`src/hdl/ntc_pkg.sv`:
```
`timescale 1ns / 1ps
// ntc linearizer package: widths, register indexes, segment tables, sequencer states
package ntc_pkg;

  // converter and averaging
  localparam int ADC_BITS    = 10;
  localparam int SAMPLES     = 10;
  localparam int SUM_W       = 16;
  localparam int CNT_W       = 6;

  // configuration registers
  localparam int REF_W       = 13;
  localparam int SER_W       = 17;
  localparam int CFG_IDX_W   = 2;
  localparam int CFG_DATA_W  = 17;
  localparam logic [CFG_IDX_W-1:0] CFG_IDX_REF    = 2'd0;
  localparam logic [CFG_IDX_W-1:0] CFG_IDX_SERIES = 2'd1;
  localparam logic [REF_W-1:0] REF_RESET    = 13'd3300;
  localparam logic [SER_W-1:0] SERIES_RESET = 17'd10000;

  // result
  localparam int TEMP_W      = 10;
  localparam logic [TEMP_W-1:0] TEMP_MAX = 10'd700;

  // group queue
  localparam int QUEUE_DEPTH = 2;
  localparam int QPTR_W      = 1;
  localparam int QCNT_W      = 2;

  // arithmetic
  localparam int MV_PROD_W   = SUM_W + REF_W;
  localparam int MV_FULL_W   = MV_PROD_W - ADC_BITS;
  localparam int DIV_W       = REF_W + SER_W;
  localparam int DEN_W       = 18;
  localparam int DIV_CNT_W   = 5;
  localparam int DIST_W      = 16;
  localparam int SCALE_W     = 10;
  localparam logic [SCALE_W-1:0] TENTHS_SCALE = 10'd1000;

  // average by reciprocal multiply, exact for any group size up to 64
  localparam int AVG_SHIFT   = SUM_W + 6;
  localparam int AVG_RECIP_W = AVG_SHIFT + 1;
  localparam int AVG_PROD_W  = SUM_W + AVG_RECIP_W;
  localparam logic [AVG_RECIP_W-1:0] AVG_RECIP =
    AVG_RECIP_W'(((64'd1 << AVG_SHIFT) + 64'(SAMPLES) - 64'd1) / 64'(SAMPLES));

  // piecewise linear segments, first match wins
  localparam int SEG_COUNT   = 7;
  localparam int SEG_IDX_W   = 3;
  localparam logic [DIST_W-1:0] SEG_TOP [SEG_COUNT] =
    '{16'd33970, 16'd20310, 16'd12570, 16'd8034, 16'd5298, 16'd3586, 16'd2484};
  localparam logic [DIST_W-1:0] SEG_LOW [SEG_COUNT] =
    '{16'd20310, 16'd12570, 16'd8034, 16'd5298, 16'd3586, 16'd2484, 16'd1756};
  localparam logic [DEN_W-1:0] SEG_SLOPE [SEG_COUNT] =
    '{18'd136600, 18'd77400, 18'd45370, 18'd27370, 18'd17130, 18'd11030, 18'd7280};
  localparam logic [TEMP_W-1:0] SEG_BASE [SEG_COUNT] =
    '{10'd0, 10'd100, 10'd200, 10'd300, 10'd400, 10'd500, 10'd600};

  // scale over slope as rounded-up reciprocals; offset times error stays below 2^32
  localparam int RECIP_SHIFT = 32;
  localparam int RECIP_W     = 30;
  localparam int T_PROD_W    = DIST_W + RECIP_W;
  localparam longint unsigned RECIP_NUM = 64'(TENTHS_SCALE) << RECIP_SHIFT;
  localparam logic [RECIP_W-1:0] SEG_RECIP [SEG_COUNT] = '{
    RECIP_W'((RECIP_NUM + 64'(SEG_SLOPE[0]) - 64'd1) / 64'(SEG_SLOPE[0])),
    RECIP_W'((RECIP_NUM + 64'(SEG_SLOPE[1]) - 64'd1) / 64'(SEG_SLOPE[1])),
    RECIP_W'((RECIP_NUM + 64'(SEG_SLOPE[2]) - 64'd1) / 64'(SEG_SLOPE[2])),
    RECIP_W'((RECIP_NUM + 64'(SEG_SLOPE[3]) - 64'd1) / 64'(SEG_SLOPE[3])),
    RECIP_W'((RECIP_NUM + 64'(SEG_SLOPE[4]) - 64'd1) / 64'(SEG_SLOPE[4])),
    RECIP_W'((RECIP_NUM + 64'(SEG_SLOPE[5]) - 64'd1) / 64'(SEG_SLOPE[5])),
    RECIP_W'((RECIP_NUM + 64'(SEG_SLOPE[6]) - 64'd1) / 64'(SEG_SLOPE[6]))
  };

  typedef struct packed {
    logic [REF_W-1:0] ref_mv;
    logic [SER_W-1:0] series_ohms;
  } cfg_t;

  typedef struct packed {
    logic             push;
    logic [SUM_W-1:0] sum;
  } q_push_t;

  typedef struct packed {
    logic             valid;
    logic [SUM_W-1:0] sum;
  } q_head_t;

  typedef enum logic [3:0] {
    BK_IDLE,
    BK_AVG,
    BK_MV_MUL,
    BK_MV_CHK,
    BK_R_MUL,
    BK_R_GO,
    BK_R_WAIT,
    BK_SEG,
    BK_T_MUL,
    BK_T_ADD,
    BK_EMIT
  } back_state_t;

endpackage

```
`src/hdl/ntc_intf.sv`:
```
`timescale 1ns / 1ps
// ntc linearizer channel interfaces: samples, results and configuration writes
interface ntc_sample_if;
  logic                         valid;
  logic                         ready;
  logic [ntc_pkg::ADC_BITS-1:0] adc_sample;
  modport source (output valid, output adc_sample, input ready);
  modport sink   (input valid, input adc_sample, output ready);
endinterface

interface ntc_result_if;
  logic                       valid;
  logic                       ready;
  logic [ntc_pkg::TEMP_W-1:0] temperature_tenths;
  logic                       out_of_range;
  modport source (output valid, output temperature_tenths, output out_of_range, input ready);
  modport sink   (input valid, input temperature_tenths, input out_of_range, output ready);
endinterface

interface ntc_cfg_if;
  logic                           valid;
  logic                           ready;
  logic [ntc_pkg::CFG_IDX_W-1:0]  index;
  logic [ntc_pkg::CFG_DATA_W-1:0] data;
  modport source (output valid, output index, output data, input ready);
  modport sink   (input valid, input index, input data, output ready);
endinterface

```
`src/hdl/ntc_front.sv`:
```
`timescale 1ns / 1ps
// ntc linearizer front: sample accumulation and group completion
module ntc_front (
  input  logic              clk,
  input  logic              rst,
  ntc_sample_if.sink        sample,
  input  logic              q_full,
  output ntc_pkg::q_push_t  push
);

  logic [ntc_pkg::SUM_W-1:0] sum;
  logic [ntc_pkg::CNT_W-1:0] count;
  logic [ntc_pkg::SUM_W-1:0] sum_next;
  logic                      last;
  logic                      accept;

  assign last         = (count == ntc_pkg::CNT_W'(ntc_pkg::SAMPLES - 1));
  // only the item that closes a group needs room in the queue
  assign sample.ready = !last || !q_full;
  assign accept       = sample.valid && sample.ready;
  assign sum_next     = sum + ntc_pkg::SUM_W'(sample.adc_sample);

  assign push.push = accept && last;
  assign push.sum  = sum_next;

  always_ff @(posedge clk) begin
    if (rst) begin
      sum   <= '0;
      count <= '0;
    end else if (accept) begin
      if (last) begin
        sum   <= '0;
        count <= '0;
      end else begin
        sum   <= sum_next;
        count <= count + 1'b1;
      end
    end
  end

endmodule

```
`src/hdl/ntc_queue.sv`:
```
`timescale 1ns / 1ps
// ntc linearizer group queue between front and back
module ntc_queue (
  input  logic              clk,
  input  logic              rst,
  input  ntc_pkg::q_push_t  push,
  input  logic              pop,
  output logic              full,
  output ntc_pkg::q_head_t  head
);

  logic [ntc_pkg::SUM_W-1:0]  slots [ntc_pkg::QUEUE_DEPTH];
  logic [ntc_pkg::QPTR_W-1:0] wr_ptr;
  logic [ntc_pkg::QPTR_W-1:0] rd_ptr;
  logic [ntc_pkg::QCNT_W-1:0] count;
  logic                       do_pop;

  assign full       = (count == ntc_pkg::QCNT_W'(ntc_pkg::QUEUE_DEPTH));
  assign head.valid = (count != '0);
  assign head.sum   = slots[rd_ptr];
  assign do_pop     = pop && head.valid;

  always_ff @(posedge clk) begin
    if (push.push && !full) begin
      slots[wr_ptr] <= push.sum;
    end
  end

  always_ff @(posedge clk) begin
    if (rst) begin
      wr_ptr <= '0;
      rd_ptr <= '0;
      count  <= '0;
    end else begin
      if (push.push && !full) begin
        wr_ptr <= wr_ptr + 1'b1;
      end
      if (do_pop) begin
        rd_ptr <= rd_ptr + 1'b1;
      end
      case ({push.push && !full, do_pop})
        2'b10:   count <= count + 1'b1;
        2'b01:   count <= count - 1'b1;
        default: count <= count;
      endcase
    end
  end

endmodule

```
`src/hdl/ntc_div.sv`:
```
`timescale 1ns / 1ps
// ntc linearizer restoring divider, one quotient bit per cycle
module ntc_div (
  input  logic                        clk,
  input  logic                        rst,
  input  logic                        start,
  input  logic [ntc_pkg::DIV_W-1:0]   dividend,
  input  logic [ntc_pkg::DEN_W-1:0]   divisor,
  output logic                        busy,
  output logic                        done,
  output logic [ntc_pkg::DIV_W-1:0]   quotient
);

  logic [ntc_pkg::DEN_W-1:0]     rem;
  logic [ntc_pkg::DEN_W-1:0]     den;
  logic [ntc_pkg::DIV_CNT_W-1:0] cnt;
  logic [ntc_pkg::DEN_W:0]       rem_sh;
  logic                          ge;
  logic [ntc_pkg::DEN_W:0]       rem_sub;

  assign rem_sh  = {rem, quotient[ntc_pkg::DIV_W-1]};
  assign ge      = (rem_sh >= {1'b0, den});
  assign rem_sub = rem_sh - {1'b0, den};

  always_ff @(posedge clk) begin
    if (start) begin
      rem      <= '0;
      den      <= divisor;
      quotient <= dividend;
    end else if (busy) begin
      rem      <= ge ? rem_sub[ntc_pkg::DEN_W-1:0] : rem_sh[ntc_pkg::DEN_W-1:0];
      quotient <= {quotient[ntc_pkg::DIV_W-2:0], ge};
    end
  end

  always_ff @(posedge clk) begin
    if (rst) begin
      busy <= 1'b0;
      done <= 1'b0;
      cnt  <= '0;
    end else begin
      done <= 1'b0;
      if (start) begin
        busy <= 1'b1;
        cnt  <= '0;
      end else if (busy) begin
        cnt <= cnt + 1'b1;
        if (cnt == ntc_pkg::DIV_CNT_W'(ntc_pkg::DIV_W - 1)) begin
          busy <= 1'b0;
          done <= 1'b1;
        end
      end
    end
  end

endmodule

```
`src/hdl/ntc_back.sv`:
```
`timescale 1ns / 1ps
// ntc linearizer back: average, voltage, resistance and segment sequencer
module ntc_back (
  input  logic              clk,
  input  logic              rst,
  input  ntc_pkg::cfg_t     cfg,
  input  ntc_pkg::q_head_t  head,
  output logic              pop,
  ntc_result_if.source      result
);

  ntc_pkg::back_state_t state;
  ntc_pkg::back_state_t state_next;

  logic [ntc_pkg::DIV_W-1:0]      num;
  logic [ntc_pkg::DEN_W-1:0]      den;
  logic [ntc_pkg::AVG_PROD_W-1:0] avg_prod;
  logic [ntc_pkg::SUM_W-1:0]      avg;
  logic [ntc_pkg::MV_PROD_W-1:0]  prod_mv;
  logic [ntc_pkg::REF_W-1:0]      mv;
  logic [ntc_pkg::DIV_W-1:0]      res_ohms;
  logic [ntc_pkg::DIST_W-1:0]     top_gap;
  logic [ntc_pkg::SEG_IDX_W-1:0]  seg_idx;
  logic [ntc_pkg::T_PROD_W-1:0]   t_prod;
  logic [ntc_pkg::TEMP_W-1:0]     temp;
  logic                           oor;

  logic                          res_valid;
  logic [ntc_pkg::TEMP_W-1:0]    res_temp;
  logic                          res_oor;

  logic                          div_start;
  logic                          div_busy;
  logic                          div_done;
  logic [ntc_pkg::DIV_W-1:0]     div_quo;
  logic                          emit_load;
  logic                          mv_ok;
  logic                          seg_hit;
  logic [ntc_pkg::SEG_IDX_W-1:0] seg_sel;

  ntc_div u_div (
    .clk      (clk),
    .rst      (rst),
    .start    (div_start),
    .dividend (num),
    .divisor  (den),
    .busy     (div_busy),
    .done     (div_done),
    .quotient (div_quo)
  );

  assign mv_ok = (prod_mv[ntc_pkg::MV_PROD_W-1:ntc_pkg::ADC_BITS]
                  < ntc_pkg::MV_FULL_W'(cfg.ref_mv));

  // first matching segment; the top segment excludes its upper bound
  always_comb begin
    seg_hit = 1'b0;
    seg_sel = '0;
    for (int i = ntc_pkg::SEG_COUNT - 1; i >= 0; i--) begin
      if (((i == 0) ? (res_ohms < ntc_pkg::DIV_W'(ntc_pkg::SEG_TOP[i]))
                    : (res_ohms <= ntc_pkg::DIV_W'(ntc_pkg::SEG_TOP[i])))
          && (res_ohms > ntc_pkg::DIV_W'(ntc_pkg::SEG_LOW[i]))) begin
        seg_hit = 1'b1;
        seg_sel = ntc_pkg::SEG_IDX_W'(i);
      end
    end
  end

  // next state
  always_comb begin
    state_next = state;
    case (state)
      ntc_pkg::BK_IDLE:     if (head.valid) state_next = ntc_pkg::BK_AVG;
      ntc_pkg::BK_AVG:      state_next = ntc_pkg::BK_MV_MUL;
      ntc_pkg::BK_MV_MUL:   state_next = ntc_pkg::BK_MV_CHK;
      ntc_pkg::BK_MV_CHK:   state_next = mv_ok ? ntc_pkg::BK_R_MUL : ntc_pkg::BK_EMIT;
      ntc_pkg::BK_R_MUL:    state_next = ntc_pkg::BK_R_GO;
      ntc_pkg::BK_R_GO:     state_next = ntc_pkg::BK_R_WAIT;
      ntc_pkg::BK_R_WAIT:   if (div_done) state_next = ntc_pkg::BK_SEG;
      ntc_pkg::BK_SEG:      state_next = seg_hit ? ntc_pkg::BK_T_MUL : ntc_pkg::BK_EMIT;
      ntc_pkg::BK_T_MUL:    state_next = ntc_pkg::BK_T_ADD;
      ntc_pkg::BK_T_ADD:    state_next = ntc_pkg::BK_EMIT;
      ntc_pkg::BK_EMIT:     if (emit_load) state_next = ntc_pkg::BK_IDLE;
      default:              state_next = ntc_pkg::BK_IDLE;
    endcase
  end

  // outputs
  always_comb begin
    pop       = 1'b0;
    div_start = 1'b0;
    emit_load = 1'b0;
    case (state)
      ntc_pkg::BK_IDLE:   pop       = head.valid;
      ntc_pkg::BK_R_GO:   div_start = 1'b1;
      ntc_pkg::BK_EMIT:   emit_load = !res_valid || result.ready;
      default: begin
        pop       = 1'b0;
        div_start = 1'b0;
        emit_load = 1'b0;
      end
    endcase
  end

  always_ff @(posedge clk) begin
    if (rst) begin
      state <= ntc_pkg::BK_IDLE;
    end else begin
      state <= state_next;
    end
  end

  // datapath registers
  always_ff @(posedge clk) begin
    case (state)
      ntc_pkg::BK_IDLE: begin
        avg_prod <= ntc_pkg::AVG_PROD_W'(head.sum) * ntc_pkg::AVG_PROD_W'(ntc_pkg::AVG_RECIP);
      end
      ntc_pkg::BK_AVG: begin
        avg <= avg_prod[ntc_pkg::AVG_SHIFT +: ntc_pkg::SUM_W];
      end
      ntc_pkg::BK_MV_MUL: begin
        prod_mv <= ntc_pkg::MV_PROD_W'(avg) * ntc_pkg::MV_PROD_W'(cfg.ref_mv);
      end
      ntc_pkg::BK_MV_CHK: begin
        mv   <= prod_mv[ntc_pkg::ADC_BITS +: ntc_pkg::REF_W];
        temp <= '0;
        oor  <= 1'b1;
      end
      ntc_pkg::BK_R_MUL: begin
        num <= ntc_pkg::DIV_W'(mv) * ntc_pkg::DIV_W'(cfg.series_ohms);
        den <= ntc_pkg::DEN_W'(cfg.ref_mv - mv);
      end
      ntc_pkg::BK_R_WAIT: begin
        res_ohms <= div_quo;
      end
      ntc_pkg::BK_SEG: begin
        seg_idx <= seg_sel;
        top_gap <= ntc_pkg::SEG_TOP[seg_sel] - res_ohms[ntc_pkg::DIST_W-1:0];
        temp    <= '0;
        oor     <= 1'b1;
      end
      ntc_pkg::BK_T_MUL: begin
        t_prod <= ntc_pkg::T_PROD_W'(top_gap) * ntc_pkg::T_PROD_W'(ntc_pkg::SEG_RECIP[seg_idx]);
      end
      ntc_pkg::BK_T_ADD: begin
        temp <= t_prod[ntc_pkg::RECIP_SHIFT +: ntc_pkg::TEMP_W] + ntc_pkg::SEG_BASE[seg_idx];
        oor  <= 1'b0;
      end
      default: begin
        num <= num;
      end
    endcase
  end

  // result register
  always_ff @(posedge clk) begin
    if (emit_load) begin
      res_temp <= temp;
      res_oor  <= oor;
    end
  end

  always_ff @(posedge clk) begin
    if (rst) begin
      res_valid <= 1'b0;
    end else if (emit_load) begin
      res_valid <= 1'b1;
    end else if (result.ready) begin
      res_valid <= 1'b0;
    end
  end

  assign result.valid              = res_valid;
  assign result.temperature_tenths = res_temp;
  assign result.out_of_range       = res_oor;

  a_oor_zero: assert property (@(posedge clk) disable iff (rst)
    res_valid && res_oor |-> res_temp == '0)
    else $error("out of range result with non-zero temperature");

  a_temp_span: assert property (@(posedge clk) disable iff (rst)
    res_valid && !res_oor |-> res_temp <= ntc_pkg::TEMP_MAX)
    else $error("temperature above table span");

  a_div_free: assert property (@(posedge clk) disable iff (rst)
    div_start |-> !div_busy)
    else $error("divider started while busy");

  a_last_div: assert property (@(posedge clk) disable iff (rst)
    state == ntc_pkg::BK_R_WAIT && div_done |=> state == ntc_pkg::BK_SEG)
    else $error("sequencer missed resistance quotient");

endmodule

```
`src/hdl/ntc_thermistor_linearizer_unit.sv`:
```
`timescale 1ns / 1ps
// ntc thermistor linearizer top level: configuration registers and part wiring
//
//   channel   dir   handshake      payload
//   sample    in    valid/ready    adc_sample[9:0]
//   result    out   valid/ready    temperature_tenths[9:0], out_of_range
//   cfg       in    valid/ready    index[1:0], data[16:0]
//
// samples are taken one per cycle; every tenth closes a group and needs a free queue slot
// each group passes through the back sequencer and waits there on the one-bit-per-cycle
//   resistance divider, but skips the division when the voltage reaches the reference
//   and skips the temperature step when no segment matches
// the two-group queue lets the front keep taking samples while the back works or stalls
// rst is synchronous; it clears the accumulator, the queue, the sequencer and the
//   result valid flag, and loads the default reference and series resistor
// cfg is always ready; writes to unlisted indexes are dropped
module ntc_thermistor_linearizer_unit (
  input  logic          clk,
  input  logic          rst,
  ntc_sample_if.sink    sample,
  ntc_cfg_if.sink       cfg,
  ntc_result_if.source  result
);

  ntc_pkg::cfg_t     cfg_regs;
  ntc_pkg::q_push_t  q_push;
  ntc_pkg::q_head_t  q_head;
  logic              q_full;
  logic              q_pop;

  // configuration register file
  assign cfg.ready = 1'b1;

  always_ff @(posedge clk) begin
    if (rst) begin
      cfg_regs.ref_mv      <= ntc_pkg::REF_RESET;
      cfg_regs.series_ohms <= ntc_pkg::SERIES_RESET;
    end else if (cfg.valid) begin
      case (cfg.index)
        ntc_pkg::CFG_IDX_REF:    cfg_regs.ref_mv      <= cfg.data[ntc_pkg::REF_W-1:0];
        ntc_pkg::CFG_IDX_SERIES: cfg_regs.series_ohms <= cfg.data[ntc_pkg::SER_W-1:0];
        default:                 cfg_regs <= cfg_regs;
      endcase
    end
  end

  // front: accumulate samples, hand out group sums
  ntc_front u_front (
    .clk    (clk),
    .rst    (rst),
    .sample (sample),
    .q_full (q_full),
    .push   (q_push)
  );

  // queue of finished group sums
  ntc_queue u_queue (
    .clk  (clk),
    .rst  (rst),
    .push (q_push),
    .pop  (q_pop),
    .full (q_full),
    .head (q_head)
  );

  // back: average, millivolts, resistance, segment lookup, result register
  ntc_back u_back (
    .clk    (clk),
    .rst    (rst),
    .cfg    (cfg_regs),
    .head   (q_head),
    .pop    (q_pop),
    .result (result)
  );

endmodule
```
`src/flat_wrapper.sv`:
```
// flat-port wrapper written by rule: the top's interface ports become plain ports
module ntc_thermistor_linearizer_unit_flat 
  (clk, rst, sample_valid, sample_adc_sample, sample_ready, cfg_valid, cfg_index, cfg_data, cfg_ready, result_valid, result_temperature_tenths, result_out_of_range, result_ready);
  ntc_sample_if sample_i ();
  ntc_cfg_if cfg_i ();
  ntc_result_if result_i ();
  input  logic clk;
  input  logic rst;
  input wire logic [$bits(sample_i.valid)-1:0] sample_valid;
  input wire logic [$bits(sample_i.adc_sample)-1:0] sample_adc_sample;
  output wire logic [$bits(sample_i.ready)-1:0] sample_ready;
  input wire logic [$bits(cfg_i.valid)-1:0] cfg_valid;
  input wire logic [$bits(cfg_i.index)-1:0] cfg_index;
  input wire logic [$bits(cfg_i.data)-1:0] cfg_data;
  output wire logic [$bits(cfg_i.ready)-1:0] cfg_ready;
  output wire logic [$bits(result_i.valid)-1:0] result_valid;
  output wire logic [$bits(result_i.temperature_tenths)-1:0] result_temperature_tenths;
  output wire logic [$bits(result_i.out_of_range)-1:0] result_out_of_range;
  input wire logic [$bits(result_i.ready)-1:0] result_ready;
  assign sample_i.valid = sample_valid;
  assign sample_i.adc_sample = sample_adc_sample;
  assign sample_ready = sample_i.ready;
  assign cfg_i.valid = cfg_valid;
  assign cfg_i.index = cfg_index;
  assign cfg_i.data = cfg_data;
  assign cfg_ready = cfg_i.ready;
  assign result_valid = result_i.valid;
  assign result_temperature_tenths = result_i.temperature_tenths;
  assign result_out_of_range = result_i.out_of_range;
  assign result_i.ready = result_ready;
  ntc_thermistor_linearizer_unit u_core (.clk(clk), .rst(rst), .sample(sample_i), .cfg(cfg_i), .result(result_i));
endmodule
```
`config.mk`:
```
export PLATFORM = sky130hd
export DESIGN_NAME = ntc_thermistor_linearizer_unit_flat
export DESIGN_NICKNAME = d
export VERILOG_FILES = /design/src/hdl/ntc_pkg.sv /design/src/hdl/ntc_intf.sv /design/src/hdl/ntc_front.sv /design/src/hdl/ntc_queue.sv /design/src/hdl/ntc_div.sv /design/src/hdl/ntc_back.sv /design/src/hdl/ntc_thermistor_linearizer_unit.sv /design/src/flat_wrapper.sv
export SDC_FILE = /design/constraint.sdc
export NUM_CORES = 2
export LEC_CHECK = 0
export BUFFER_PORTS_ARGS = -buffer_cell sky130_fd_sc_hd__buf_2
export CAP_MARGIN = 30
export CORE_ASPECT_RATIO = 0.5
export CORE_MARGIN = 4
export CORE_UTILIZATION = 40
export CTS_CLUSTER_DIAMETER = 40
export CTS_CLUSTER_SIZE = 12
export DETAILED_ROUTE_END_ITERATION = 10
export MAX_ROUTING_LAYER = met4
export PLACE_DENSITY = 0.59
export REMOVE_ABC_BUFFERS = 1
export SLEW_MARGIN = 20
export SYNTH_ARGS = -nofsm -noshare
export SYNTH_HDL_FRONTEND = slang
export SYNTH_SLANG_ARGS = --single-unit
```
`constraint.sdc`:
```
create_clock -name clk -period 8.8 [get_ports clk]
set_input_delay 2.64 -clock clk [delete_from_list [all_inputs] [get_ports clk]]
set_output_delay 2.64 -clock clk [all_outputs]
set_load 0.02 [all_outputs]
```
==> results summary <==
The longest clock path from root to sink contains 3 buffers. The total CTS buffers is 53. The buffer type at the clock tree root is sky130_fd_sc_hd__clkbuf_16. For this run, asynchronously set or reset flops after synthesis account for 0. In this run, synthesis inferred roughly 260 flip-flops with an integrated enable. The share of synthesized area in the top cell type comes to 0.336. Grouping stages by cell kind, the critical path spends the most delay in adder cells.

The critical path goes through inv_1, nor2_1, a21oi_1, buf_4, and2_1, fa_1, fa_1, fa_1, fa_1, fa_1, inv_1, fa_1, inv_1, ha_1, nand4_1, nor2_1, nand3_1, nor4_1, a221o_1, o211ai_2, a21boi_0, nor2_1, xnor2_1. The maximum number of pins on one net before global-route repair is between 60 and 70. Routability-driven placement finished with a final weighted congestion of about 0.94. At the placement stage, the worst setup path has a slack of ~0.54 ns. For the pin with the worst max-slew slack, the measured transition is between 1 and 1.5 ns. The total of warnings raised by yosys is 0. The multi-input gate area in the final layout is approximately 31000 um^2. The fraction of layout cells with a size suffix above 1 is 0.0526. The final hold violation count came out at 0. In this run the standard cell core region covers 111000 um^2. The final critical path time including I/O delays and setup came out at roughly 8.3 ns. By area the synthesized netlist is led by sky130_fd_sc_hd__fa_1 (34%), sky130_fd_sc_hd__edfxtp_1 (17%), sky130_fd_sc_hd__ha_1 (13%). The destination of the worst hold path is u_core.u_back.avg[2]. The number of cells in the finished layout apart from fillers came out at 6155. The startpoint of the most critical hold path is u_core.u_back.avg_prod[24]. Along the worst path, the maximum fanout reaches 16. The count of endpoints failing setup in the final report is 0. The worst setup path is captured at a flip-flop. The number of fill cells in the layout came out at 10.6k. In this run, distinct cell masters in the synthesized netlist total 80. The floorplan step set the die height to around 250 um. The number of DRC markers after the initial detailed-route iteration came out at ~2.0k. The static leakage power came out at between 20 and 25 nW. The via-per-instance ratio is 5.01. STA puts the critical path data required time at roughly 9.1 ns. The average cell area after synthesis is 9.76 um^2. The number of global-route vias before repair came out at about 33k.

For this configuration, the core starts out at a cell density of 0.406. The clock latency of the later-clocked register in the worst-skew pair is about 0.6 ns. The total I/O pin count is 48. The final-layout setup total negative slack came out at 0 ns. By instance count, the leading cell after synthesis is sky130_fd_sc_hd__inv_1. The initial antenna violation count is 4.

The endpoint identified for the worst register-to-register timing path is u_core.u_back.t_prod[39]. The number of clock sinks seen by CTS is between 300 and 400. The first global-routing pass estimated about 180000 um of wire. The post-detailed-route DRC marker count came out at 0. The critical path data arrival time came out at between 8 and 9 ns.

The worst supply voltage drop on vdd came out at between 0.1 and 0.15 mV. The setup slack on the worst flop-to-flop path came out at 0.45 ns. The final HPWL from detailed placement came out at a little under 90000 um. The path type of the worst min-delay path is flip-flop to flip-flop. The post-detailed-route wirelength per cell came out at 18.0 um.

Detailed routing inserted a total of 30.9k vias. Setup repair after global routing left no endpoint under its margin. The flow ran to the end, and the final reports show no timing, DRC or antenna violations. The number of gates on the worst path with buffers counted is 23. After synthesis the cells add up to between 40000 and 50000 um^2. Timing would allow up to approximately 0.12 GHz. The slowest cell on the critical path is sky130_fd_sc_hd__nor2_1. For this run, the total global-route usage over all layers was measured as 0.199.

Summed over all instances, the cell type with the most area after synthesis is sky130_fd_sc_hd__fa_1. The number of placed instances, taps included came out at just over 6k. The synthesized design contains 343 register bits.

TritonCTS built the clock tree. The total power came out at around 5.4 mW. In this run, post-CTS repair resized a total of 0 instances. By startpoint and endpoint, the worst setup path is classified as flip-flop to flip-flop. The total overflow left after global routing is 0.

The post-synthesis sequential area ratio came out at 0.209. The total routed wirelength came out at 111000 um. The critical path contains buffers and inverters numbering 4 combined. The pre-antenna-repair detailed-routing pass consisted of 5 iterations.

The count of nets after finishing came out at about 5.9k. Of the available clock period, the critical path in the final layout requires 0.949. The cell count after synthesis came out at 4620. The number of nets still failing antenna checks after routing came out at 0. The least setup slack across all paths after layout is about 0.45 ns. The die outline area came out at roughly 120000 um^2. The number of input and output port buffers inserted is 46.

The number of H-tree levels is 2. The number of antenna diodes in the final layout is 0. STA classifies the critical path startpoint as a flip-flop. The layout overhead on the synthesized area is 8.31%. Measured against its own limit, the worst slew margin works out to 0.271.

The number of maximum-capacitance violations came out at 0. Across the whole layout, storage elements account for ~9400 um^2. Measured on the finished design, the core utilization comes to 0.440. The worst clock skew came out at 0.0233 ns. The chip width is 483 um. The number of slew-limit violations in the final report came out at 0.

The number of rows created at floorplan came out at between 80 and 90. The dominant cell type by count on the critical path is sky130_fd_sc_hd__fa_1. The instance count along the most critical hold path is 0. Counting instances in the post-synthesis netlist gives the leading cell types as sky130_fd_sc_hd__inv_1 (969), sky130_fd_sc_hd__fa_1 (757), sky130_fd_sc_hd__nand2_1 (661). In this run the critical register-to-register path is launched from u_core.u_back.seg_idx[1].

In this design, the stage delay of the slowest critical-path cell is just under 0.9 ns. The hold buffer count at cts came out at 0. The power per unit of standard cell area came out at approximately 110 nW/um^2. The number of setup buffers added after CTS is 0. For the worst flop-to-flop path, the logic depth is 23.

The most used flip-flop cell after synthesis is sky130_fd_sc_hd__edfxtp_1. After clock tree synthesis, the clock-pin slew on the worst setup and hold paths is 0.06 ns.
-- cell type report --
class / instances / area share
clock buffers: 60 / 0.0286
clock inverters: 40 / 0.00758
inverters: 971 / 0.0746
multi-input cells: 3136 / 0.643
flip-flops and latches: 343 / 0.193
well taps: 1496 / 0.0383
repair buffers: 109 / 0.0146
-- per-layer routing --
layer  vias to the layer above  global-route usage  share of wire  wire length (um)
li1                      14400                   -              -                 -
met1                     15600               0.260           0.44             49000
met2                       797               0.334           0.49             54200
met3                       156              0.0219          0.048              5340
met4                         0              0.0451          0.021              2290
met5                         -                   -              0                 0
-- cells in the final DEF (no fill, tap or decap), drive strengths merged, types with 39 or more instances in the layout --
cell type / Yosys / layout
a21o: 47 / 47
a21oi: 129 / 129
and2: 292 / 292
buf: 14 / 109
clkbuf: 156 / 60
dfxtp: 87 / 87
edfxtp: 256 / 256
fa: 757 / 757
ha: 452 / 452
inv: 970 / 987
nand2: 661 / 661
nand2b: 39 / 39
nor2: 162 / 162
o21ai: 81 / 81
xnor2: 92 / 92
xor2: 42 / 42
-- through the flow --
| stage | cell area [um^2] | hold WS (ns) |
|---|---|---|
| after floorplan | 44400 | 0.400 |
| after global placement | 47000 | 0.403 |
| after detailed placement | 47000 | 0.405 |
| after CTS | 48800 | 0.417 |
| after global routing | 48800 | 0.421 |
| final | 48800 | 0.410 |
-- flip-flops by register name (all words and copies together) (netlist names), 14 cells and up, named ones only --
| register | count |
|---|---|
| u_core.u_queue.slots | 32 |
| u_core.cfg_regs | 30 |
| u_core.u_back.num | 30 |
| u_core.u_back.res_ohms | 30 |
| u_core.u_back.u_div.quotient | 30 |
| u_core.u_back.u_div.rem | 18 |
| u_core.u_back.prod_mv | 16 |
| u_core.u_back.top_gap | 16 |
| u_core.u_front.sum | 16 |
| u_core.u_back.den | 14 |
| u_core.u_back.u_div.den | 14 |
-- worst max-delay path by stage --
stage	slack (ns)	from	to
floorplan	1.61	u_core.u_back.seg_idx[1]	u_core.u_back.t_prod[41]
global placement	0.58	u_core.u_back.seg_idx[1]	u_core.u_back.t_prod[41]
detailed placement	0.54	u_core.u_back.seg_idx[1]	u_core.u_back.t_prod[41]
CTS	0.54	u_core.u_back.seg_idx[1]	u_core.u_back.t_prod[41]
global route	0.08	u_core.u_back.seg_idx[1]	u_core.u_back.t_prod[41]
finish	0.45	u_core.u_back.seg_idx[1]	u_core.u_back.t_prod[39]
-- cells by family (layout without fill, tap and decap cells) --
kind of cell,after synthesis,count (layout),synth area share
AOI/OAI and AO/OA,409,409,0.0588
adders and majority gates,1209,1209,0.462
and+or+nand+nor,1349,1349,0.141
buffers and inverters,1141,1180,0.0955
other,1,1,0.0000832
xor gates and xnor gates,134,134,0.0260
DFF,343,343,0.209
muxes,34,34,0.00783
-- report_power, final --
group / leakage [nW] / switching (mW) / internal [mW]
clock: 0.858 / 0.814 / 1.25
sequential: 3.02 / 0.0447 / 1.83
combinational: 19.8 / 0.814 / 0.665
(Power assumes the default switching activity.)
